--- src/hdl/cdar_pkg.sv ---
`default_nettype none

package cdar_pkg;

    localparam int MAX_PACKET_BYTES = 512;

    localparam int ADDR_W = $clog2(MAX_PACKET_BYTES);
    localparam int CNT_W  = $clog2(MAX_PACKET_BYTES + 1);
    // name walk offsets can run up to one length byte past the buffer
    localparam int POS_W  = $clog2(MAX_PACKET_BYTES + 512);

    localparam int HDR_LEN  = 12;
    localparam int TAIL_LEN = 16;

    localparam logic [7:0] FLAGS_HI   = 8'h81;
    localparam logic [7:0] FLAGS_LO   = 8'h80;
    localparam logic [7:0] PTR_MARK   = 8'hC0;
    localparam logic [7:0] PTR_OFFSET = 8'h0C;
    localparam logic [7:0] TTL_SECS   = 8'h3C;
    localparam logic [7:0] RDATA_LEN  = 8'h04;
    localparam logic [7:0] ONE_BYTE   = 8'h01;

    typedef struct packed {
        logic [7:0] data_byte;
        logic       last_byte;
    } cdar_in_t;

    typedef struct packed {
        logic [63:0] resp_word;
        logic [3:0]  valid_bytes;
        logic        last_word;
    } cdar_out_t;

    // one response byte handed from the byte sequencer to the word packer
    typedef struct packed {
        logic       valid;
        logic [7:0] data;
        logic [2:0] lane;
        logic       word_end;
        logic       resp_end;
    } cdar_byte_t;

endpackage

`default_nettype wire

--- src/hdl/cdar_packer.sv ---
`default_nettype none

module cdar_packer (
    input  wire logic                clk,
    input  wire logic                rst_n,
    input  wire cdar_pkg::cdar_byte_t lane_byte,
    output logic                     busy,
    output logic                     out_valid,
    input  wire logic                out_stall,
    output cdar_pkg::cdar_out_t      out_data
);
    import cdar_pkg::*;

    logic [7:0][7:0] acc_reg;
    logic [7:0][7:0] acc_next;
    cdar_out_t       pend_reg;
    cdar_out_t       pend_next;
    cdar_out_t       out_reg;
    cdar_out_t       out_next;
    cdar_out_t       done_word;
    logic            full_reg;
    logic            full_next;
    logic            out_valid_reg;
    logic            out_valid_next;
    logic            take;
    logic            done;

    assign take      = !out_valid_reg || !out_stall;
    assign busy      = full_reg;
    assign out_valid = out_valid_reg;
    assign out_data  = out_reg;

    always_comb
    begin
        acc_next = acc_reg;
        if (lane_byte.valid)
        begin
            // first byte of a word clears the unused tail
            if (lane_byte.lane == 3'd0)
            begin
                acc_next = '0;
            end
            acc_next[~lane_byte.lane] = lane_byte.data;
        end

        done = lane_byte.valid && lane_byte.word_end;
        done_word.resp_word   = acc_next;
        done_word.valid_bytes = {1'b0, lane_byte.lane} + 4'd1;
        done_word.last_word   = lane_byte.resp_end;

        out_valid_next = out_valid_reg && out_stall;
        out_next       = out_reg;
        full_next      = full_reg;
        pend_next      = pend_reg;

        if (full_reg && take)
        begin
            out_next       = pend_reg;
            out_valid_next = 1'b1;
            full_next      = 1'b0;
        end

        if (done)
        begin
            if (take && !full_reg)
            begin
                out_next       = done_word;
                out_valid_next = 1'b1;
            end
            else
            begin
                pend_next = done_word;
                full_next = 1'b1;
            end
        end
    end

    always_ff @(posedge clk or negedge rst_n)
    begin
        if (!rst_n)
        begin
            full_reg      <= 1'b0;
            out_valid_reg <= 1'b0;
        end
        else
        begin
            full_reg      <= full_next;
            out_valid_reg <= out_valid_next;
        end
    end

    always_ff @(posedge clk)
    begin
        acc_reg  <= acc_next;
        pend_reg <= pend_next;
        out_reg  <= out_next;
    end

    a_no_byte_when_full: assert property (@(posedge clk) disable iff (!rst_n)
        lane_byte.valid |-> !full_reg)
        else $error("response byte arrived while a finished word was pending");

    a_short_only_last: assert property (@(posedge clk) disable iff (!rst_n)
        out_valid_reg && !out_reg.last_word |-> out_reg.valid_bytes == 4'd8)
        else $error("partial word emitted before the end of a response");

    a_pend_behind_out: assert property (@(posedge clk) disable iff (!rst_n)
        full_reg |-> out_valid_reg)
        else $error("pending word held while the output register was empty");

endmodule

`default_nettype wire

--- config.mk ---
export PLATFORM = sky130hd
export DESIGN_NAME = cdar_packer
export DESIGN_NICKNAME = d
export VERILOG_FILES = /design/src/hdl/cdar_pkg.sv /design/src/hdl/cdar_packer.sv
export SDC_FILE = /design/constraint.sdc
export NUM_CORES = 1
export LEC_CHECK = 0
export BUFFER_PORTS_ARGS = -buffer_cell sky130_fd_sc_hd__buf_4
export CAP_MARGIN = 20
export CORE_AREA = 2 2 161 163
export DETAILED_ROUTE_END_ITERATION = 16
export DIE_AREA = 0 0 163 165
export GPL_TIMING_DRIVEN = 0
export PLACE_DENSITY = 0.43
export SYNTH_ARGS = -nofsm -noshare
export SYNTH_HDL_FRONTEND = slang
export SYNTH_SLANG_ARGS = --single-unit
--- constraint.sdc ---
create_clock -name clk -period 8.5 [get_ports clk]
set_input_delay 0 -clock clk [delete_from_list [all_inputs] [get_ports clk]]
set_output_delay 0 -clock clk [all_outputs]
set_load 0.01 [all_outputs]
======== After elaboration in Yosys (flattened, before gate mapping) ========
Index checks and enable logic that the tools add are counted.
storage, ports and cells
  bits in read-only memories .............. 0
  output and inout bits ................... 71
  memory bits (writable) .................. 0
  bits in latches ......................... 0
  input bits .............................. 17
  flip-flop bits (word level) ............. 204
  memories ................................ 0
operators by class
  $mul .................................... 0
  order comparisons ....................... 2
  reductions and logical operators ........ 11
  equality and inequality tests ........... 0
  divide/modulo/power cells ............... 0
  muxes and demuxes ....................... 15
  shift-type cells ........................ 0
  bitwise gates (word level) .............. 2
  add/sub/neg operators ................... 1
operators by type and width
  operator               count
  $mux W69               3
  $mux W64               3
  $bwmux W64             1
  $demux W8 S3           1
  $mux W8                1
  $mux W1                6
  $logic_and A1 B1 Y1    5
  $add A3 B1 Y4 const B  1
  $lt A3 B4 Y1 const B   1
  $ge A3 B1 Y1 const B   1
  $logic_not A1 Y1       3
  $logic_not A3 Y1       1
  $not A3 Y3             1
  $reduce_and A2 Y1      1
  $logic_or A1 B1 Y1     1
  $not A1 Y1             1

======== Logic depth before layout (Yosys ltp) ========
  word-level depth ........................ 9
  depth in mapped cells ................... 9
  depth with buffers taken out ............ 6

======== Worst setup path after synthesis ========
No wires, ideal clock.
  kind .................................... register -> register
  start point ............................. register out_valid_reg, in the netlist out_valid
  end point ............................... register pend_reg[0] (netlist bit), enable pin
  cell stages (with the launch flop) ...... 3
  path buffers ............................ 0
  arrival time ............................ 3.474 ns
  required time ........................... 8.003 ns
  setup slack ............................. 4.530 ns
  cells stage by stage .................... dfrtp_1 -> a21oi_1 -> nor2_1
on the way
  longest elaborated chain between the ends .. 5
RTL lines
  element                      RTL line           RTL
  from (decl)                  cdar_packer.sv:23  logic out_valid_reg;
  from (signal assigned)       cdar_packer.sv:88  out_valid_reg <= out_valid_next;
  $logic_not A1 Y1             cdar_packer.sv:28  assign take = !out_valid_reg || !out_stall;
  $logic_or A1 B1 Y1           cdar_packer.sv:28
  $logic_and A1 B1 Y1          cdar_packer.sv:65  if (take && !full_reg)
  $not A1 Y1 (no line)         -
  $reduce_and A2 Y1 (no line)  -
  to (signal assigned)         cdar_packer.sv:95  pend_reg <= pend_next;
  to (decl)                    cdar_packer.sv:16  cdar_out_t pend_reg;
Every way passes these cells.
A chain may end at the register's enable or synchronous reset.

==> qor.yml <==
outcome:
  outcome: "complete, no violations"
placement:
  place.detailed.hpwl_um: 14000
  postPlaceCellArea_um2: 8560
  post-place-cells: 1066
  portBuffers: 87
  routabilityCongestion: 0.738
floorplanning:
  floorplan.initialDensity_pct: 29.6
  die_h_um: 165
  ioPinCount: 88
  core-area_um2: 25000
  die_w_um: 163
  floorplan.die_area_um2: 26900
  rows: 58
grt:
  first_global_vias: 5555
  grt_use_met2_pct: 25.9
  globalRouteMet3Util_pct: 2.24
  met1_usage_pct: 21.3
  largest_net_degree_at_the_start_of_global_routing: 29
  global_route_hottest_layer: "met2"
  globalRouteOverflowTotal: 0
  grt_first_pass_wirelength_um: 32400
  initial_antenna_violation_count: 0
  grtUsageTotal_pct: 15.6
timing:
  min_period_over_period_pct: 24.6
  finalSetupTns_ns: 0
  final_max_slew_viol_count: 0
  period_needed_ns: 2.09
  grt_setup_unrepaired: "false"
  fmax_ghz: 0.478
  worst_clock_skew_ns: 0.0100
  tightest_slew_ns: 0.861
  max-slew-margin-rel_pct: 42.6
  setup_viol_count_final: 0
  final_hold_viol_count: 0
clocking:
  post_cts_resized: 0
  inserted_clock_buffers: 23
  tritoncts: "done"
  cts.repair_timing.setup_buffer_count: 0
  clock_sink_count: 204
  clkTransAtPathRegs_ns: 0.06
  clock_tree_root_buffer_cell: "sky130_fd_sc_hd__clkbuf_16"
  insertion_delay_ns: 0.50
  clockBufferDepth: 3
  ctsHoldBuffers: 16
  htree_num_levels: 1
yosys:
  synth.net_count: 665
  yosys.area.top_type_share_pct: 35.9
  ys_warn_count: 0
  netlist_area_um2: 7420
  synth_edf_count: 69
  yosys.cell_count.top_type: "sky130_fd_sc_hd__nand2_1"
  share_of_synthesized_area_occupied_by_flip_flops_and_latches_pct: 64.5
  post_synth_inst_count: 646
  ys_ff_latch: 204
  synth.cells.most_frequent: "sky130_fd_sc_hd__nand2_1 (140), sky130_fd_sc_hd__dfxtp_1 (133), sky130_fd_sc_hd__edfxtp_1 (69)"
  synthDominantAreaCellType: "sky130_fd_sc_hd__dfxtp_1"
  synth_cell_type_count: 39
  postSynth.asyncResetShare_pct: 0.980
  dominant_synthesized_flop_cell: "sky130_fd_sc_hd__dfxtp_1"
  synthesis.area_per_instance_um2: 11.5
  synth_area_leaders: "sky130_fd_sc_hd__dfxtp_1 (36%), sky130_fd_sc_hd__edfxtp_1 (28%), sky130_fd_sc_hd__a22o_1 (7.1%)"
drt:
  avgRoutedWirePerCell_um: 18.7
  drtPass1Iterations: 4
  route.detailed.vias_per_inst: 4.94
  ant_nets: 0
  drt-total-wl_um: 21000
  drt-initial-drc-count: 298
  post-route-drc-count: 0
  route.vias.total: 5547
power_and_ir_drop:
  power_consumption_w: 0.00264
  static-leakage-power_nw: 3.78
  irDropWorstVdd_uv: 106
  p_per_area_nw_per_um2: 280
cells_and_area:
  fin_nets: 796
  fraction_of_final_layout_cells_with_drive_strength_greater_than_1_pct: 20.8
  layout.cells.non_filler: 1123
  number_of_diodes: 0
  finish.instance_area_um2: 9420
  area_delta_synth_final_pct: 26.9
critical_path:
  regToRegSetupSlack_ns: 6.50
  arrival_ns: 2.45
  crit_path_max_incr_delay_ns: 0.52
  cp.required_ns: 8.86
  critical_path.startpoint_type: "input port"
  cp_cell_sequence: "dlygate4sd3_1 -> buf_4 -> buf_4 -> inv_1 -> ha_1 -> nor2b_1 -> buf_2 -> a21oi_2 -> nand2b_1 -> buf_4 -> a22o_1"
  crit_path_category: "input port to flip-flop"
  cpMaxStageDelayCell: "sky130_fd_sc_hd__dlygate4sd3_1"
  crit_fanout: 10
  end_kind: "flip-flop"
  critical_path.most_common_cell: "sky130_fd_sc_hd__buf_4"
min_path:
  worstHoldPathType: "input port to flip-flop"
job:
  max-cap-violations: 0
## power by group
| part | total (W) | switching (W) | internal, W |
|---|---|---|---|
| combinational | 0.000476 | 0.000239 | 0.000238 |
| clock | 0.000917 | 0.000384 | 0.000532 |
| sequential | 0.00125 | 0.0000767 | 0.00117 |
| total | 0.00264 | 0.000700 | 0.00194 |
## area by class of cell
class | count | area, µm²
Fill cell | 2459 | 15600
Sequential cell | 204 | 4780
Multi-Input combinational cell | 389 | 2390
Timing Repair Buffer | 106 | 881
Clock buffer | 32 | 649
Tap cell | 330 | 413
Buffer | 51 | 248
Clock inverter | 9 | 48.8
Inverter | 2 | 7.51
## stage by stage
stage	hold slack, ns	util [%]	setup slack [ns]
global route	0.00837	37.6	6.27
detailed placement	-0.216	34.2	6.44
floorplan	-0.296	-	4.53
finish	0.0249	37.6	6.41
global placement	-0.218	33.9	2.44
CTS	0.00492	37.6	6.44
## cells in the final DEF (no fill, tap or decap), types with 3 or more instances in the layout
cell and count:
sky130_fd_sc_hd__a21oi_1 4, sky130_fd_sc_hd__a21oi_2 3, sky130_fd_sc_hd__a221oi_1 32, sky130_fd_sc_hd__a22o_1 60
sky130_fd_sc_hd__a31oi_1 35, sky130_fd_sc_hd__buf_2 12, sky130_fd_sc_hd__buf_4 98, sky130_fd_sc_hd__clkbuf_1 33
sky130_fd_sc_hd__clkbuf_16 23, sky130_fd_sc_hd__clkbuf_8 4, sky130_fd_sc_hd__clkinv_2 8, sky130_fd_sc_hd__dfxtp_1 133
sky130_fd_sc_hd__dlygate4sd3_1 16, sky130_fd_sc_hd__edfxtp_1 69, sky130_fd_sc_hd__nand2_1 140, sky130_fd_sc_hd__nand2b_1 7
sky130_fd_sc_hd__nand3_1 33, sky130_fd_sc_hd__nor2_1 7, sky130_fd_sc_hd__nor2_4 4, sky130_fd_sc_hd__nor2b_1 3
sky130_fd_sc_hd__o21a_1 32, sky130_fd_sc_hd__o21ai_1 5
## per-layer routing
metal / vias to the layer above / part of all wire (%)
met1: 2717 / 46
met5: - / 0
met3: 28 / 5.0
met4: 0 / 1.7
li1: 2652 / -
met2: 150 / 47
## path summary, 6_finish.rpt
path                                            from  cells after the start                endpoint
worst min register to register  out_data[23]$_DFF_P_                      2    out_data[23]$_DFF_P_
worst max register to register   out_valid$_DFF_PN0_                      6    out_data[22]$_DFF_P_
max in group asynchronous                      rst_n                      3          busy$_DFF_PN0_
min in group asynchronous                      rst_n                      3     out_valid$_DFF_PN0_
worst min-delay path                    lane_byte[3]                      3   pend_reg[3]$_DFFE_PP_
worst max-delay path                    lane_byte[2]                     11  pend_reg[21]$_DFFE_PP_
## logic make-up after synthesis
logic type | count (synthesis) | synth area share [%]
AND/OR/NAND/NOR | 205 | 12.4
multiplexers | 2 | 0.287
buffers and inverters | 53 | 3.44
XOR/XNOR | 1 | 0.118
flip-flops | 204 | 64.5
AO/OA/AOI/OAI | 179 | 18.9
adder cells (fa/ha/maj) | 2 | 0.337
## critical path: cells and delay by family
kind                       cells  cell delay [ns]
adders and majority gates      1             0.30
buffers and inverters          6             1.24
and+or+nand+nor                2             0.34
AOI/OAI and AO/OA              2             0.57
No activity file was read; power rests on OpenSTA's default activity.
